<file path="src/hw/rtl/ufs_pkg.sv">
// Shared types, codes and character helpers for the URI field splitter.
package ufs_pkg;

   typedef enum logic [3:0] {
      MODE_LEAD,
      MODE_SLASH1,
      MODE_SLASH2,
      MODE_HOST_EMPTY,
      MODE_HOST_LABEL,
      MODE_PORT_START,
      MODE_PORT_DIGITS,
      MODE_SEG_START,
      MODE_SEG,
      MODE_SKIP
   } mode_type;

   typedef enum logic [2:0] {
      CS_IDLE,
      CS_REPLAY,
      CS_STEP,
      CS_PATH,
      CS_STATUS
   } ctrl_state_type;

   localparam logic [2:0] TAG_SCHEME = 3'd0;
   localparam logic [2:0] TAG_HOST   = 3'd1;
   localparam logic [2:0] TAG_PORT   = 3'd2;
   localparam logic [2:0] TAG_PATH   = 3'd3;
   localparam logic [2:0] TAG_STATUS = 3'd4;

   localparam logic [1:0] STS_OK     = 2'd0;
   localparam logic [1:0] STS_SYNTAX = 2'd1;
   localparam logic [1:0] STS_LONG   = 2'd2;

   localparam logic [7:0] CH_NUL   = 8'h00;
   localparam logic [7:0] CH_SLASH = 8'h2F;
   localparam logic [7:0] CH_COLON = 8'h3A;
   localparam logic [7:0] CH_DOT   = 8'h2E;

   typedef struct packed {
      logic accept;
      logic replay_emit;
      logic step_held;
      logic emit_path;
      logic emit_status;
   } ufs_cmd_type;

   typedef struct packed {
      logic out_free;
      logic needs_replay;
      logic req_end;
      logic held_end;
      logic replay_last;
      logic replay_scheme;
      logic need_path;
   } ufs_stat_type;

   function automatic logic is_letter(input logic [7:0] c);
      is_letter = (c >= 8'h61 && c <= 8'h7A) || (c >= 8'h41 && c <= 8'h5A);
   endfunction

   function automatic logic is_digit(input logic [7:0] c);
      is_digit = (c >= 8'h30 && c <= 8'h39);
   endfunction

endpackage

</file>
<file path="src/hw/rtl/ufs_req_if.sv">
// Input channel: one URI byte per beat.
interface ufs_req_if;
   logic       valid;
   logic       ready;
   logic [7:0] char_in;

   modport source (output valid, output char_in, input ready);
   modport sink (input valid, input char_in, output ready);
endinterface

</file>
<file path="src/hw/rtl/ufs_rsp_if.sv">
// Result channel: one tagged character or the closing status per beat.
interface ufs_rsp_if;
   logic       valid;
   logic       ready;
   logic [2:0] field_tag;
   logic [7:0] char_out;
   logic [1:0] status;
   logic       is_last;

   modport source (output valid, output field_tag, output char_out, output status,
                   output is_last, input ready);
   modport sink (input valid, input field_tag, input char_out, input status,
                 input is_last, output ready);
endinterface

</file>
<file path="src/hw/rtl/uri_field_splitter.sv">
// Top level of the URI field splitter: takes one URI byte per beat, a zero byte
// ending the URI, and returns its field characters tagged as scheme, host, port
// or path, closing every URI with one status beat. An ordinary byte is taken
// whenever the result register is free. Leading letters are held in a MAX_WORD-1
// entry register buffer; the byte that ends them stalls the input while the buffer
// is replayed, one held letter after another, and, when the letters become the
// host, while that byte is processed. The zero byte is followed by a path state,
// which sends the default path slash when it is due, and a status state. Throughput
// is set by the single result register: at most one result beat leaves per cycle.
module uri_field_splitter
   import ufs_pkg::*;
#(
   parameter int MAX_WORD = 32
)
(
   input  logic       clock,
   input  logic       reset,
   ufs_req_if.sink    req_chan,
   ufs_rsp_if.source  rsp_chan
);

   ufs_cmd_type  cmd;
   ufs_stat_type stat;

   ufs_controller u_ctrl (
      .clock     (clock),
      .reset     (reset),
      .req_valid (req_chan.valid),
      .req_ready (req_chan.ready),
      .stat      (stat),
      .cmd       (cmd)
   );

   ufs_datapath #(
      .MAX_WORD (MAX_WORD)
   ) u_dp (
      .clock      (clock),
      .reset      (reset),
      .cmd        (cmd),
      .stat       (stat),
      .req_char   (req_chan.char_in),
      .rsp_ready  (rsp_chan.ready),
      .rsp_valid  (rsp_chan.valid),
      .rsp_tag    (rsp_chan.field_tag),
      .rsp_char   (rsp_chan.char_out),
      .rsp_status (rsp_chan.status),
      .rsp_last   (rsp_chan.is_last)
   );

endmodule

</file>
<file path="src/hw/rtl/ufs_controller.sv">
// Sequencer that steps through accept, lead-word replay, held step and end beats.
module ufs_controller
   import ufs_pkg::*;
(
   input  logic         clock,
   input  logic         reset,
   input  logic         req_valid,
   output logic         req_ready,
   input  ufs_stat_type stat,
   output ufs_cmd_type  cmd
);

   ctrl_state_type state_ff;
   ctrl_state_type state_in;

   always_ff @(posedge clock) begin
      if (reset) begin
         state_ff <= CS_IDLE;
      end else begin
         state_ff <= state_in;
      end
   end

   always_comb begin
      state_in  = state_ff;
      cmd       = '0;
      req_ready = 1'b0;
      case (state_ff)
         CS_IDLE: begin
            req_ready = stat.out_free;
            if (req_valid && stat.out_free) begin
               cmd.accept = 1'b1;
               if (stat.needs_replay) begin
                  state_in = CS_REPLAY;
               end else if (stat.req_end) begin
                  state_in = CS_PATH;
               end
            end
         end
         CS_REPLAY: begin
            if (stat.out_free) begin
               cmd.replay_emit = 1'b1;
               if (stat.replay_last) begin
                  state_in = stat.replay_scheme ? CS_IDLE : CS_STEP;
               end
            end
         end
         CS_STEP: begin
            if (stat.out_free) begin
               cmd.step_held = 1'b1;
               state_in      = stat.held_end ? CS_PATH : CS_IDLE;
            end
         end
         CS_PATH: begin
            if (!stat.need_path) begin
               state_in = CS_STATUS;
            end else if (stat.out_free) begin
               cmd.emit_path = 1'b1;
               state_in      = CS_STATUS;
            end
         end
         CS_STATUS: begin
            if (stat.out_free) begin
               cmd.emit_status = 1'b1;
               state_in        = CS_IDLE;
            end
         end
         default: begin
            state_in = CS_IDLE;
         end
      endcase
   end

endmodule

</file>
<file path="src/hw/rtl/ufs_datapath.sv">
// Parse state, lead-word buffer, per-byte grammar step and result register.
module ufs_datapath
   import ufs_pkg::*;
#(
   parameter int MAX_WORD = 32
)
(
   input  logic         clock,
   input  logic         reset,
   input  ufs_cmd_type  cmd,
   output ufs_stat_type stat,
   input  logic [7:0]   req_char,
   input  logic         rsp_ready,
   output logic         rsp_valid,
   output logic [2:0]   rsp_tag,
   output logic [7:0]   rsp_char,
   output logic [1:0]   rsp_status,
   output logic         rsp_last
);

   localparam int CW        = $clog2(MAX_WORD);
   localparam int BUF_DEPTH = MAX_WORD - 1;
   localparam int IW        = (BUF_DEPTH > 1) ? $clog2(BUF_DEPTH) : 1;
   localparam logic [CW-1:0] WORD_LIMIT = CW'(MAX_WORD - 1);

   mode_type        mode_ff, mode_in;
   logic [CW-1:0]   count_ff, count_in;
   logic [CW-1:0]   wlen_ff, wlen_in;
   logic [CW-1:0]   idx_ff, idx_in;
   logic            path_ff, path_in;
   logic [1:0]      err_ff, err_in;
   logic            rsp_valid_ff, rsp_valid_in;
   logic [7:0]      held_ff, held_in;
   logic            scheme_ff, scheme_in;
   logic [2:0]      tag_ff, tag_in;
   logic [7:0]      chr_ff, chr_in;
   logic [1:0]      sts_ff, sts_in;
   logic            last_ff, last_in;
   logic [7:0]      buf_ff [BUF_DEPTH];
   logic            buf_we;

   logic            out_free;
   logic            req_letter;
   logic            lead_letter;
   logic            lead_scheme;
   logic            lead_host;
   logic            needs_replay;
   logic            do_step;
   logic [7:0]      cur_c;
   logic            c_letter;
   logic            c_digit;
   logic            c_zero;
   mode_type        step_mode;
   logic            s_emit;
   logic [2:0]      s_tag;
   logic [7:0]      s_ch;
   mode_type        s_mode;
   logic [CW-1:0]   s_wlen;
   logic            s_path;
   logic            s_fail;
   logic [1:0]      s_code;

   assign out_free     = !rsp_valid_ff || rsp_ready;
   assign req_letter   = is_letter(req_char);
   assign lead_letter  = (mode_ff == MODE_LEAD) && req_letter;
   assign lead_scheme  = (mode_ff == MODE_LEAD) && (req_char == CH_COLON) && (count_ff != '0);
   assign lead_host    = (mode_ff == MODE_LEAD) && !req_letter && !lead_scheme;
   assign needs_replay = lead_scheme || (lead_host && (count_ff != '0));
   assign do_step      = (cmd.accept && !lead_letter && !needs_replay) || cmd.step_held;

   assign cur_c     = cmd.step_held ? held_ff : req_char;
   assign c_letter  = is_letter(cur_c);
   assign c_digit   = is_digit(cur_c);
   assign c_zero    = (cur_c == CH_NUL);
   assign step_mode = (!cmd.step_held && lead_host) ? MODE_HOST_EMPTY : mode_ff;

   always_comb begin
      stat.out_free      = out_free;
      stat.needs_replay  = needs_replay;
      stat.req_end       = (req_char == CH_NUL);
      stat.held_end      = (held_ff == CH_NUL);
      stat.replay_last   = (idx_ff == (count_ff - CW'(1)));
      stat.replay_scheme = scheme_ff;
      stat.need_path     = (err_ff == STS_OK) && !path_ff;
   end

   // grammar step for one byte
   always_comb begin
      s_emit = 1'b0;
      s_tag  = TAG_HOST;
      s_ch   = cur_c;
      s_mode = step_mode;
      s_wlen = wlen_ff;
      s_path = 1'b0;
      s_fail = 1'b0;
      s_code = STS_SYNTAX;
      case (step_mode)
         MODE_SLASH1: begin
            if (cur_c == CH_SLASH) begin
               s_mode = MODE_SLASH2;
            end else begin
               s_fail = 1'b1;
            end
         end
         MODE_SLASH2: begin
            if (cur_c == CH_SLASH) begin
               s_mode = MODE_HOST_EMPTY;
               s_wlen = '0;
            end else begin
               s_fail = 1'b1;
            end
         end
         MODE_HOST_EMPTY, MODE_HOST_LABEL: begin
            if (c_letter) begin
               if (wlen_ff >= WORD_LIMIT) begin
                  s_fail = 1'b1;
                  s_code = STS_LONG;
               end else begin
                  s_wlen = wlen_ff + CW'(1);
                  s_emit = 1'b1;
                  s_tag  = TAG_HOST;
                  s_mode = MODE_HOST_LABEL;
               end
            end else if (cur_c == CH_DOT && step_mode == MODE_HOST_LABEL) begin
               s_emit = 1'b1;
               s_tag  = TAG_HOST;
               s_wlen = '0;
               s_mode = MODE_HOST_EMPTY;
            end else if (cur_c == CH_COLON) begin
               s_wlen = '0;
               s_mode = MODE_PORT_START;
            end else if (cur_c == CH_SLASH) begin
               s_emit = 1'b1;
               s_tag  = TAG_PATH;
               s_path = 1'b1;
               s_wlen = '0;
               s_mode = MODE_SEG_START;
            end else if (!c_zero) begin
               s_fail = 1'b1;
            end
         end
         MODE_PORT_START, MODE_PORT_DIGITS: begin
            if (c_digit) begin
               if (wlen_ff >= WORD_LIMIT) begin
                  s_fail = 1'b1;
                  s_code = STS_LONG;
               end else begin
                  s_wlen = wlen_ff + CW'(1);
                  s_emit = 1'b1;
                  s_tag  = TAG_PORT;
                  s_mode = MODE_PORT_DIGITS;
               end
            end else if (step_mode == MODE_PORT_DIGITS && cur_c == CH_SLASH) begin
               s_emit = 1'b1;
               s_tag  = TAG_PATH;
               s_path = 1'b1;
               s_wlen = '0;
               s_mode = MODE_SEG_START;
            end else if (step_mode == MODE_PORT_START || !c_zero) begin
               s_fail = 1'b1;
            end
         end
         MODE_SEG_START, MODE_SEG: begin
            if (c_letter) begin
               if (wlen_ff >= WORD_LIMIT) begin
                  s_fail = 1'b1;
                  s_code = STS_LONG;
               end else begin
                  s_wlen = wlen_ff + CW'(1);
                  s_emit = 1'b1;
                  s_tag  = TAG_PATH;
                  s_mode = MODE_SEG;
               end
            end else if (cur_c == CH_SLASH && step_mode == MODE_SEG) begin
               s_emit = 1'b1;
               s_tag  = TAG_PATH;
               s_path = 1'b1;
               s_wlen = '0;
               s_mode = MODE_SEG_START;
            end else if (!c_zero) begin
               s_fail = 1'b1;
            end
         end
         default: begin
            s_mode = MODE_SKIP;
         end
      endcase
      if (s_fail) begin
         s_mode = MODE_SKIP;
      end
   end

   always_comb begin
      mode_in      = mode_ff;
      count_in     = count_ff;
      wlen_in      = wlen_ff;
      idx_in       = idx_ff;
      path_in      = path_ff;
      err_in       = err_ff;
      held_in      = held_ff;
      scheme_in    = scheme_ff;
      buf_we       = 1'b0;
      rsp_valid_in = rsp_valid_ff && !rsp_ready;
      tag_in       = tag_ff;
      chr_in       = chr_ff;
      sts_in       = sts_ff;
      last_in      = last_ff;

      if (cmd.accept) begin
         if (lead_letter) begin
            if (count_ff >= WORD_LIMIT) begin
               mode_in = MODE_SKIP;
               if (err_ff == STS_OK) begin
                  err_in = STS_LONG;
               end
            end else begin
               buf_we   = 1'b1;
               count_in = count_ff + CW'(1);
            end
         end else if (needs_replay) begin
            held_in   = req_char;
            scheme_in = lead_scheme;
            idx_in    = '0;
         end
      end

      if (do_step) begin
         mode_in = s_mode;
         wlen_in = s_wlen;
         if (s_path) begin
            path_in = 1'b1;
         end
         if (s_fail && err_ff == STS_OK) begin
            err_in = s_code;
         end
         if (s_emit) begin
            rsp_valid_in = 1'b1;
            tag_in       = s_tag;
            chr_in       = s_ch;
            sts_in       = STS_OK;
            last_in      = 1'b0;
         end
      end

      if (cmd.replay_emit) begin
         rsp_valid_in = 1'b1;
         tag_in       = scheme_ff ? TAG_SCHEME : TAG_HOST;
         chr_in       = buf_ff[idx_ff[IW-1:0]];
         sts_in       = STS_OK;
         last_in      = 1'b0;
         idx_in       = idx_ff + CW'(1);
         if (stat.replay_last) begin
            if (scheme_ff) begin
               mode_in = MODE_SLASH1;
            end else begin
               mode_in = MODE_HOST_LABEL;
               wlen_in = count_ff;
            end
         end
      end

      if (cmd.emit_path) begin
         rsp_valid_in = 1'b1;
         tag_in       = TAG_PATH;
         chr_in       = CH_SLASH;
         sts_in       = STS_OK;
         last_in      = 1'b0;
      end

      if (cmd.emit_status) begin
         rsp_valid_in = 1'b1;
         tag_in       = TAG_STATUS;
         chr_in       = CH_NUL;
         sts_in       = err_ff;
         last_in      = 1'b1;
         mode_in      = MODE_LEAD;
         count_in     = '0;
         wlen_in      = '0;
         path_in      = 1'b0;
         err_in       = STS_OK;
      end
   end

   always_ff @(posedge clock) begin
      if (reset) begin
         mode_ff      <= MODE_LEAD;
         count_ff     <= '0;
         wlen_ff      <= '0;
         idx_ff       <= '0;
         path_ff      <= 1'b0;
         err_ff       <= STS_OK;
         rsp_valid_ff <= 1'b0;
      end else begin
         mode_ff      <= mode_in;
         count_ff     <= count_in;
         wlen_ff      <= wlen_in;
         idx_ff       <= idx_in;
         path_ff      <= path_in;
         err_ff       <= err_in;
         rsp_valid_ff <= rsp_valid_in;
      end
   end

   always_ff @(posedge clock) begin
      held_ff   <= held_in;
      scheme_ff <= scheme_in;
      tag_ff    <= tag_in;
      chr_ff    <= chr_in;
      sts_ff    <= sts_in;
      last_ff   <= last_in;
      if (buf_we) begin
         buf_ff[count_ff[IW-1:0]] <= req_char;
      end
   end

   assign rsp_valid  = rsp_valid_ff;
   assign rsp_tag    = tag_ff;
   assign rsp_char   = chr_ff;
   assign rsp_status = sts_ff;
   assign rsp_last   = last_ff;

endmodule

</file>
<file path="src/flat_wrapper.sv">
// flat-port wrapper written by rule: the top's interface ports become plain ports
module uri_field_splitter_flat import ufs_pkg::*;
#(
   parameter int MAX_WORD = 32
)
  (clock, reset, req_chan_valid, req_chan_char_in, req_chan_ready, rsp_chan_valid, rsp_chan_field_tag, rsp_chan_char_out, rsp_chan_status, rsp_chan_is_last, rsp_chan_ready);
  ufs_req_if req_chan_i ();
  ufs_rsp_if rsp_chan_i ();
  input  logic clock;
  input  logic reset;
  input wire logic [$bits(req_chan_i.valid)-1:0] req_chan_valid;
  input wire logic [$bits(req_chan_i.char_in)-1:0] req_chan_char_in;
  output wire logic [$bits(req_chan_i.ready)-1:0] req_chan_ready;
  output wire logic [$bits(rsp_chan_i.valid)-1:0] rsp_chan_valid;
  output wire logic [$bits(rsp_chan_i.field_tag)-1:0] rsp_chan_field_tag;
  output wire logic [$bits(rsp_chan_i.char_out)-1:0] rsp_chan_char_out;
  output wire logic [$bits(rsp_chan_i.status)-1:0] rsp_chan_status;
  output wire logic [$bits(rsp_chan_i.is_last)-1:0] rsp_chan_is_last;
  input wire logic [$bits(rsp_chan_i.ready)-1:0] rsp_chan_ready;
  assign req_chan_i.valid = req_chan_valid;
  assign req_chan_i.char_in = req_chan_char_in;
  assign req_chan_ready = req_chan_i.ready;
  assign rsp_chan_valid = rsp_chan_i.valid;
  assign rsp_chan_field_tag = rsp_chan_i.field_tag;
  assign rsp_chan_char_out = rsp_chan_i.char_out;
  assign rsp_chan_status = rsp_chan_i.status;
  assign rsp_chan_is_last = rsp_chan_i.is_last;
  assign rsp_chan_i.ready = rsp_chan_ready;
  uri_field_splitter #(.MAX_WORD(MAX_WORD)) u_core (.clock(clock), .reset(reset), .req_chan(req_chan_i), .rsp_chan(rsp_chan_i));
endmodule
</file>
<file path="config.mk">
export PLATFORM = sky130hd
export DESIGN_NAME = uri_field_splitter_flat
export DESIGN_NICKNAME = d
export VERILOG_FILES = /design/src/hw/rtl/ufs_pkg.sv /design/src/hw/rtl/ufs_req_if.sv /design/src/hw/rtl/ufs_rsp_if.sv /design/src/hw/rtl/uri_field_splitter.sv /design/src/hw/rtl/ufs_controller.sv /design/src/hw/rtl/ufs_datapath.sv /design/src/flat_wrapper.sv
export SDC_FILE = /design/constraint.sdc
export NUM_CORES = 1
export LEC_CHECK = 0
export BUFFER_PORTS_ARGS = -buffer_cell sky130_fd_sc_hd__buf_4
export CORE_MARGIN = 2
export CORE_UTILIZATION = 30
export DETAILED_ROUTE_END_ITERATION = 10
export GPL_TIMING_DRIVEN = 0
export PLACE_DENSITY = 0.57
export SLEW_MARGIN = 20
export SYNTH_ARGS = -nofsm -noshare
export SYNTH_HDL_FRONTEND = slang
export SYNTH_SLANG_ARGS = --single-unit
export TNS_END_PERCENT = 30
</file>
<file path="constraint.sdc">
create_clock -name clock -period 2.9 [get_ports clock]
set_clock_uncertainty 0.1 [all_clocks]
set_input_delay 0.29 -clock clock [delete_from_list [all_inputs] [get_ports clock]]
set_output_delay 0.29 -clock clock [all_outputs]
set_load 0.01 [all_outputs]
</file>
==> results of run 1 <==
==> through the flow <==
| step | std cells | power [mW] | utilization [%] | worst slack (ns) |
|---|---|---|---|---|
| after floorplan | 894 | 6.35 | - | 0.0385 |
| after global placement | 1513 | 7.02 | 32.5 | -0.932 |
| after detailed placement | 1513 | 7.03 | 32.5 | -0.989 |
| after CTS | 1592 | 11.1 | 36.1 | -0.0240 |
| after global routing | 1619 | 11.6 | 37.4 | -0.0677 |
| final | 1619 | 11.2 | 37.4 | 0.0441 |
==> cell families (layout without fill, tap and decap cells) <==
logic type      Yosys count  in the layout  synth area share (%)
mux                      97             97                  13.9
xor+xnor                  9              9                 0.588
compound gates          158            158                  8.24
flops                   301            301                  64.3
buf+inv                  56            189                  1.87
simple gates            264            264                  10.3
fa+ha+maj                 9              9                 0.840
==> power groups by stage <==
stage / sequential [mW] / clock (mW) / combinational, mW
2_1_floorplan: 5.03 / 0 / 1.32
5_1_grt: 4.95 / 4.20 / 2.43
4_1_cts: 4.92 / 4.05 / 2.10
6_report: 4.93 / 3.98 / 2.26
3_5_place_dp: 5.01 / 0 / 2.02
3_3_place_gp: 5.01 / 0 / 2.02
==> registers in the layout (all words and copies together), names as in the netlist, named ones only <==
register                flops
u_core.u_dp.scheme_ff       1
u_core.u_dp.rsp_tag         3
u_core.u_dp.count_ff        5
u_core.u_dp.buf_ff        248
u_core.u_ctrl.state_ff      3
u_core.u_dp.err_ff          2
u_core.u_dp.wlen_ff         5
u_core.u_dp.rsp_char        8
u_core.u_dp.rsp_status      2
u_core.u_dp.rsp_valid       1
u_core.u_dp.idx_ff          5
u_core.u_dp.held_ff         8
u_core.u_dp.path_ff         1
u_core.u_dp.mode_ff         4
==> per-layer routing <==
| metal | part of all wire [%] | track usage (%) |
|---|---|---|
| met1 | 44 | 21.4 |
| met2 | 48 | 24.2 |
| met3 | 6.0 | 2.82 |
| met4 | 1.9 | 3.61 |
| met5 | 0 | 0 |
==> critical path, delay by kind of cell (launching register included) <==
family | cells | cell delay (ns)
flip-flops | 1 | 0.46
AND/OR/NAND/NOR | 3 | 0.99
AO/OA/AOI/OAI | 5 | 1.20
==> synthesized netlist by cell type (3+ instances only) <==
library cell and count:
sky130_fd_sc_hd__edfxtp_1 259, sky130_fd_sc_hd__nor2_1 89, sky130_fd_sc_hd__mux4_2 71, sky130_fd_sc_hd__nand2_1 48, sky130_fd_sc_hd__dfxtp_1 42, sky130_fd_sc_hd__a21oi_1 37
sky130_fd_sc_hd__o21ai_0 36, sky130_fd_sc_hd__clkbuf_1 31, sky130_fd_sc_hd__mux2i_1 24, sky130_fd_sc_hd__nor3_1 23, sky130_fd_sc_hd__a211oi_1 11, sky130_fd_sc_hd__buf_2 11
sky130_fd_sc_hd__nand2b_1 11, sky130_fd_sc_hd__and2_1 10, sky130_fd_sc_hd__nand3_1 10, sky130_fd_sc_hd__nor2b_1 10, sky130_fd_sc_hd__ha_1 9, sky130_fd_sc_hd__or3_1 9
sky130_fd_sc_hd__nor4_1 8, sky130_fd_sc_hd__nand3b_1 7, sky130_fd_sc_hd__nand4_1 7, sky130_fd_sc_hd__o211ai_1 6, sky130_fd_sc_hd__o21a_1 6, sky130_fd_sc_hd__xor2_1 6
sky130_fd_sc_hd__a31oi_1 5, sky130_fd_sc_hd__buf_4 5, sky130_fd_sc_hd__inv_1 5, sky130_fd_sc_hd__and3_1 4, sky130_fd_sc_hd__o221ai_1 4, sky130_fd_sc_hd__a2111oi_0 3
sky130_fd_sc_hd__a21o_1 3, sky130_fd_sc_hd__a311o_1 3, sky130_fd_sc_hd__a311oi_1 3, sky130_fd_sc_hd__a32oi_1 3, sky130_fd_sc_hd__nand4b_1 3, sky130_fd_sc_hd__nor3b_1 3
sky130_fd_sc_hd__nor4b_1 3, sky130_fd_sc_hd__o311a_1 3, sky130_fd_sc_hd__o311ai_0 3, sky130_fd_sc_hd__o31a_1 3, sky130_fd_sc_hd__o31ai_1 3, sky130_fd_sc_hd__xnor2_1 3
==> repair_timing <==
action | 4_1_cts | 5_1_grt
hold endpoints to repair | 0 | 0
gates resized for setup | 103 | 63
pin swaps | 13 | 29
cloned | 0 | 0
buffers inserted | 18 | 27
setup endpoints to repair | 272 | 280
==> layout make-up <==
cell class	instances	area [sq um]	share of cell area [%]
multi-input cells	537	5020	30.4
inverters	6	31.3	0.190
plain buffers	49	307	1.86
clock buffers	38	876	5.31
repair buffers	72	741	4.49
well taps	592	741	4.49
flip-flops and latches	301	8620	52.3
clock inverters	24	160	0.971
==> worst paths after layout <==
check,slack [ns],to,from
worst max-delay path,0.04,u_core.u_dp.wlen_ff[1],u_core.u_dp.held_ff[0]
worst min-delay path,0.13,u_core.u_dp.err_ff[1],reset
worst max register to register,0.04,u_core.u_dp.wlen_ff[1],u_core.u_dp.held_ff[0]
worst min register to register,0.40,u_core.u_dp.rsp_char[1],u_core.u_dp.rsp_char[1]
==> cells in the final DEF (no fill, tap or decap), drive strengths merged, types with 4 or more instances in the layout <==
master	instances
a211oi	12
a21oi	37
a31oi	6
and2	10
and3	4
buf	92
clkbuf	67
clkinv	20
dfxtp	42
edfxtp	259
ha	9
inv	7
mux2i	24
mux4	71
nand2	48
nand2b	11
nand3	11
nand3b	7
nand4	7
nor2	89
nor2b	10
nor3	25
nor4	9
nor4b	4
o211ai	7
o21a	6
o21ai	38
o221ai	5
o31ai	4
or3	9
xor2	6
==> results.ini, run 1 <==
[synth]
synth.yosys.seq_area_share_pct = 64.3
synth_seq_cells = 301
synth_cells = 894
yosys.area.top_type = sky130_fd_sc_hd__edfxtp_1
synth_top_area_share_pct = 58.0
mappedNetlistArea_sq_um = 13400
synth-edff-count = 259
postSynth.topFlopCell = sky130_fd_sc_hd__edfxtp_1
synth_area_leaders = sky130_fd_sc_hd__edfxtp_1 (58%), sky130_fd_sc_hd__mux4_2 (12%), sky130_fd_sc_hd__dfxtp_1 (6.3%)
synth.lib_cells_used.distinct = 81
synth-async-reset-ratio_pct = 0
postSynthNetCount = 915
mapped_avg_cell_area_sq_um = 15.0
yosysWarnings = 0

[sta]
layout_worst_path_cycle_share_pct = 98.5
setup_viol = 0
hold_viol_final = 0
f_max_ghz = 0.350
period_needed_ns = 2.86
maxSlewHeadroom_pct = 44.9
finalHoldWorstSlack_ns = 0.126
timing.final.max_slew_violations = 0
setup-tns-final_ns = 0
timing_worst_slew_pin_value_ns = 0.815

[worst_setup_path]
worst-setup-path-type = flop to flop
worst-r2r-cell-count = 8
timing.critical_path.fanout_max = 6
end_kind = flop
crit_path_cell_trace = or4_1 -> o21ai_1 -> nor3_4 -> or2_2 -> o21ai_0 -> a22oi_1 -> o311a_1 -> a221oi_2
cp.required_ns = 3.24
critPathSlowestCell = sky130_fd_sc_hd__or4_1
crit_path_start_kind = flop
cp_slowest_stage_delay_ns = 0.54
critical_path_arrival_ns = 3.20

[detailed_routing]
dr.pass1.iters = 5
routedWlPerCell_um = 22.1
route.detailed.vias_per_inst = 5.25
drc = 0
routed_wl_um = 35700
drtAntennaViolNets = 0
drt-initial-drc-count = 918
num_vias = 8492

[global_routing]
number_of_antenna_violations_at_the_first_check_in_global_routing = 0
first_pass_grt_wire_length_um = 53200
vias_in_the_first_global_route = 8267
globalRouteTotalUtil_pct = 15.1
grt_max_degree = 40
grt_remaining_overflow = 0

[power_and_ir_drop]
netSwitchingFraction_pct = 28.1
seq_power_share_pct = 44.1
pwr-share-clk_pct = 35.6
power_internal_mw = 8.03
power.static_leakage_nw = 5.05
power_frac_comb_pct = 20.2
vdd_ir_drop_max_uv = 315
total_switching_power_mw = 3.14
power-per-cell-area_nw_per_um2 = 677

[worst_hold_path]
min-delay-path-class = input pin to flop
holdPathStages = 5

[floorplanning]
io_pins = 28
core_sq_um = 44100
floorplan.initialDensity_pct = 30.4
die_area_sq_um = 46400
die_height_um = 215
row_count = 77
die_w_um = 215

[place]
hpwl_um = 23200
gp_congestion = 0.878
placement.cell_area_sq_um = 14400
buffer_ports.inserted = 27

[layout]
area.growth.synth_to_final_pct = 23.0
nNetsFinal = 1022
finalInstanceArea_sq_um = 16500
fillerInstances = 4158
drive_above_1_share_pct = 30.2
n_antenna_cell = 0

[cts]
clk_latency_ns = 0.53
clock_root_buffer = sky130_fd_sc_hd__clkbuf_16
clk_transition_reported_paths_ns = 0.06
cts.hold.buffers_added = 0
h-tree-depth = 2
clock_sink_count = 301
tritoncts = built
cts_max_path_buffers = 3
tritoncts.num_buffers = 34

[flow_run]
max_cap_viol_count = 0

[status]
run_status = complete, no violations

Power figures use the tool's default switching activity.
==> run 2, diff against run 1 <==
--- a/config.mk
+++ b/config.mk
@@ -6,8 +6,10 @@
 export NUM_CORES = 1
 export LEC_CHECK = 0
 export BUFFER_PORTS_ARGS = -buffer_cell sky130_fd_sc_hd__buf_4
+export CAP_MARGIN = 20
 export CORE_MARGIN = 2
 export CORE_UTILIZATION = 30
+export CTS_BUF_LIST = sky130_fd_sc_hd__clkbuf_16
 export DETAILED_ROUTE_END_ITERATION = 10
 export GPL_TIMING_DRIVEN = 0
 export PLACE_DENSITY = 0.57
==> run 2 against run 1 <==
Routed wire length is 0.19% lower. Critical endpoint unchanged. Fmax is 0.16% lower. Cell area is essentially flat.
==> results.ini, run 2 (same netlist as run 1, synthesis figures left out) <==
[worst_hold_path]
min-delay-path-class = input pin to flop

[layout]
nNetsFinal = 1022  ; unchanged
drive_above_1_share_pct = 30.2  ; unchanged
largest_register_ff_count = 248  ; unchanged
area.growth.synth_to_final_pct = 23.0  ; about the same
fillerInstances = 4158  ; unchanged
mostFrequentLayoutCell = sky130_fd_sc_hd__edfxtp_1
layout.cells.most_common_list = sky130_fd_sc_hd__edfxtp_1 (259), sky130_fd_sc_hd__mux4_2 (71), sky130_fd_sc_hd__buf_4 (63), sky130_fd_sc_hd__nor2_1 (58), sky130_fd_sc_hd__nand2_1 (44)
n_antenna_cell = 0  ; unchanged

[worst_setup_path]
crit_path_cell_trace = or4_1 -> o21ai_1 -> nor3_4 -> or2_2 -> o21ai_0 -> a22oi_1 -> o311a_1 -> a221oi_2
worst-setup-path-type = flop to flop
setup.reg_to_reg.worst_slack_ns = 0.04  ; about the same
crit_path_start_kind = flop
cp_slowest_stage_delay_ns = 0.55  ; about the same
timing.critical_path.fanout_max = 6  ; unchanged
crit_buf_inv = 0  ; unchanged
end_kind = flop
worst_path_dominant_cell_family = compound AO/OA/AOI/OAI gates
critPathSlowestCell = sky130_fd_sc_hd__or4_1
r2r_start = u_core.u_dp.held_ff[0]
critical_path_arrival_ns = 3.20  ; about the same
crit_start = u_core.u_dp.held_ff[0]
cp.depth = 8  ; unchanged
worst-r2r-cell-count = 8  ; unchanged
cp.required_ns = 3.24  ; about the same
crit_end = u_core.u_dp.wlen_ff[1]
worstReg2RegEnd = u_core.u_dp.wlen_ff[1]

[sta]
layout_worst_path_cycle_share_pct = 98.6  ; +0.16 points
timing_worst_slew_pin_value_ns = 0.834  ; +0.0184 ns
hold_viol_final = 0  ; unchanged
setup-tns-final_ns = 0  ; unchanged
f_max_ghz = 0.350  ; -0.16%
maxSlewHeadroom_pct = 43.6  ; -1.2 points
period_needed_ns = 2.86  ; +0.00467 ns
setup_viol = 0  ; unchanged
timing.final.max_slew_violations = 0  ; unchanged

[cts]
clock_sink_count = 301  ; unchanged
tritoncts = built
cts_max_path_buffers = 3  ; unchanged
tritoncts.num_buffers = 34  ; unchanged
h-tree-depth = 2  ; unchanged
clk_transition_reported_paths_ns = 0.06  ; about the same
clk_latency_ns = 0.53  ; about the same
clock_root_buffer = sky130_fd_sc_hd__clkbuf_16

[global_routing]
globalRouteTotalUtil_pct = 15.1  ; unchanged
vias_in_the_first_global_route = 8269  ; +0.024%
number_of_antenna_violations_at_the_first_check_in_global_routing = 0  ; unchanged
grt_max_degree = 40  ; unchanged
grt_remaining_overflow = 0  ; unchanged
first_pass_grt_wire_length_um = 53200  ; unchanged

[floorplanning]
die_w_um = 215  ; unchanged
die_area_sq_um = 46400  ; unchanged
die_height_um = 215  ; unchanged
floorplan.initialDensity_pct = 30.4  ; unchanged
io_pins = 28  ; unchanged
core_sq_um = 44100  ; unchanged
row_count = 77  ; unchanged

[power_and_ir_drop]
power_internal_mw = 8.00  ; -0.40%
seq_power_share_pct = 44.3  ; +0.2 points
p_total_mw = 11.1  ; -0.40%
pwr-share-clk_pct = 35.3  ; -0.3 points
total_switching_power_mw = 3.12  ; -0.42%
netSwitchingFraction_pct = 28.1  ; about the same
vdd_ir_drop_max_uv = 316  ; about the same
power-per-cell-area_nw_per_um2 = 674  ; -0.37%
power.static_leakage_nw = 5.06  ; +0.17%
power_frac_comb_pct = 20.4  ; +0.2 points

[detailed_routing]
drc = 0  ; unchanged
drt-initial-drc-count = 891  ; -2.9%
dr.pass1.iters = 5  ; unchanged
routed_wl_um = 35600  ; -0.19%
routedWlPerCell_um = 22.0  ; -0.19%
drtAntennaViolNets = 0  ; unchanged
route.detailed.vias_per_inst = 5.23  ; -0.28%
num_vias = 8468  ; -0.28%

[place]
buffer_ports.inserted = 27  ; unchanged
gp_congestion = 0.878  ; unchanged
hpwl_um = 23200  ; unchanged

[flow_run]
max_cap_viol_count = 0  ; unchanged

[status]
run_status = complete, no violations

-- run 2: worst min path at each step --
stage                        startpoint                        end  cells past startpoint
CTS                               reset      u_core.u_dp.err_ff[1]                      5
global route        req_chan_char_in[5]  u_core.u_dp.buf_ff[26][5]                      1
floorplan           req_chan_char_in[0]   u_core.u_dp.buf_ff[0][0]                      0
finish              req_chan_char_in[5]  u_core.u_dp.buf_ff[26][5]                      1
global placement    u_core.u_dp.path_ff        u_core.u_dp.path_ff                      2
detailed placement  u_core.u_dp.path_ff        u_core.u_dp.path_ff                      2
-- run 2: layout make-up --
class | count | area (sq um) | area share [%]
Clock buffer | 34 | 851 | 5.16
Inverter | 6 | 31.3 | 0.190
Tap cell | 592 | 741 | 4.49
Sequential cell | 301 | 8620 | 52.3
Timing Repair Buffer | 72 | 741 | 4.49
Clock inverter | 28 | 175 | 1.06
Multi-Input combinational cell | 537 | 5030 | 30.5
Buffer | 49 | 307 | 1.86
-- run 2: power by group through the flow --
| stage | Clock (mW) | Sequential, mW | Combinational [mW] |
|---|---|---|---|
| after floorplan | 0 | 5.03 | 1.32 |
| final | 3.93 | 4.93 | 2.27 |
| after global routing | 4.16 | 4.95 | 2.44 |
| after detailed placement | 0 | 5.01 | 2.02 |
| after CTS | 4.01 | 4.92 | 2.10 |
| after global placement | 0 | 5.01 | 2.02 |
-- run 2: worst register-to-register path, stage by stage (launching register included) --
cell and delay (ns):
sky130_fd_sc_hd__edfxtp_1 0.47, sky130_fd_sc_hd__or4_1 0.55, sky130_fd_sc_hd__o21ai_1 0.26, sky130_fd_sc_hd__nor3_4 0.12, sky130_fd_sc_hd__or2_2 0.34, sky130_fd_sc_hd__o21ai_0 0.25, sky130_fd_sc_hd__a22oi_1 0.10, sky130_fd_sc_hd__o311a_1 0.33
sky130_fd_sc_hd__a221oi_2 0.26
-- run 2: timing repair --
| action | 4_1_cts | 5_1_grt |
|---|---|---|
| pin swaps | 12 | 29 |
| gates cloned | 0 | 0 |
| buffers inserted | 18 | 27 |
| gates resized for setup | 103 | 64 |
| setup endpoints to repair | 272 | 280 |
| hold buffers | 0 | 0 |
| endpoints found under the hold margin | 0 | 0 |
-- run 2: metrics by stage --
step | setup WS [ns] | hold slack, ns | instances | util (%) | cell area [sq um]
final | 0.0395 | 0.133 | 1619 | 37.4 | 16500
after global routing | -0.0680 | 0.132 | 1619 | 37.4 | 16500
after CTS | -0.0242 | 0.119 | 1592 | 36.1 | 15900
after detailed placement | -0.989 | 0.373 | 1513 | 32.5 | 14400
after global placement | -0.932 | 0.364 | 1513 | 32.5 | 14400
after floorplan | 0.0385 | 0.289 | 894 | - | 13400
-- run 2: layer usage --
layer / vias to the layer above / routed length [um] / track usage [%]
li1: 3805 / - / -
met1: 4310 / 15200 / 21.4
met2: 301 / 17100 / 24.2
met3: 52 / 2650 / 2.82
met4: 0 / 696 / 3.61
met5: - / 0 / 0
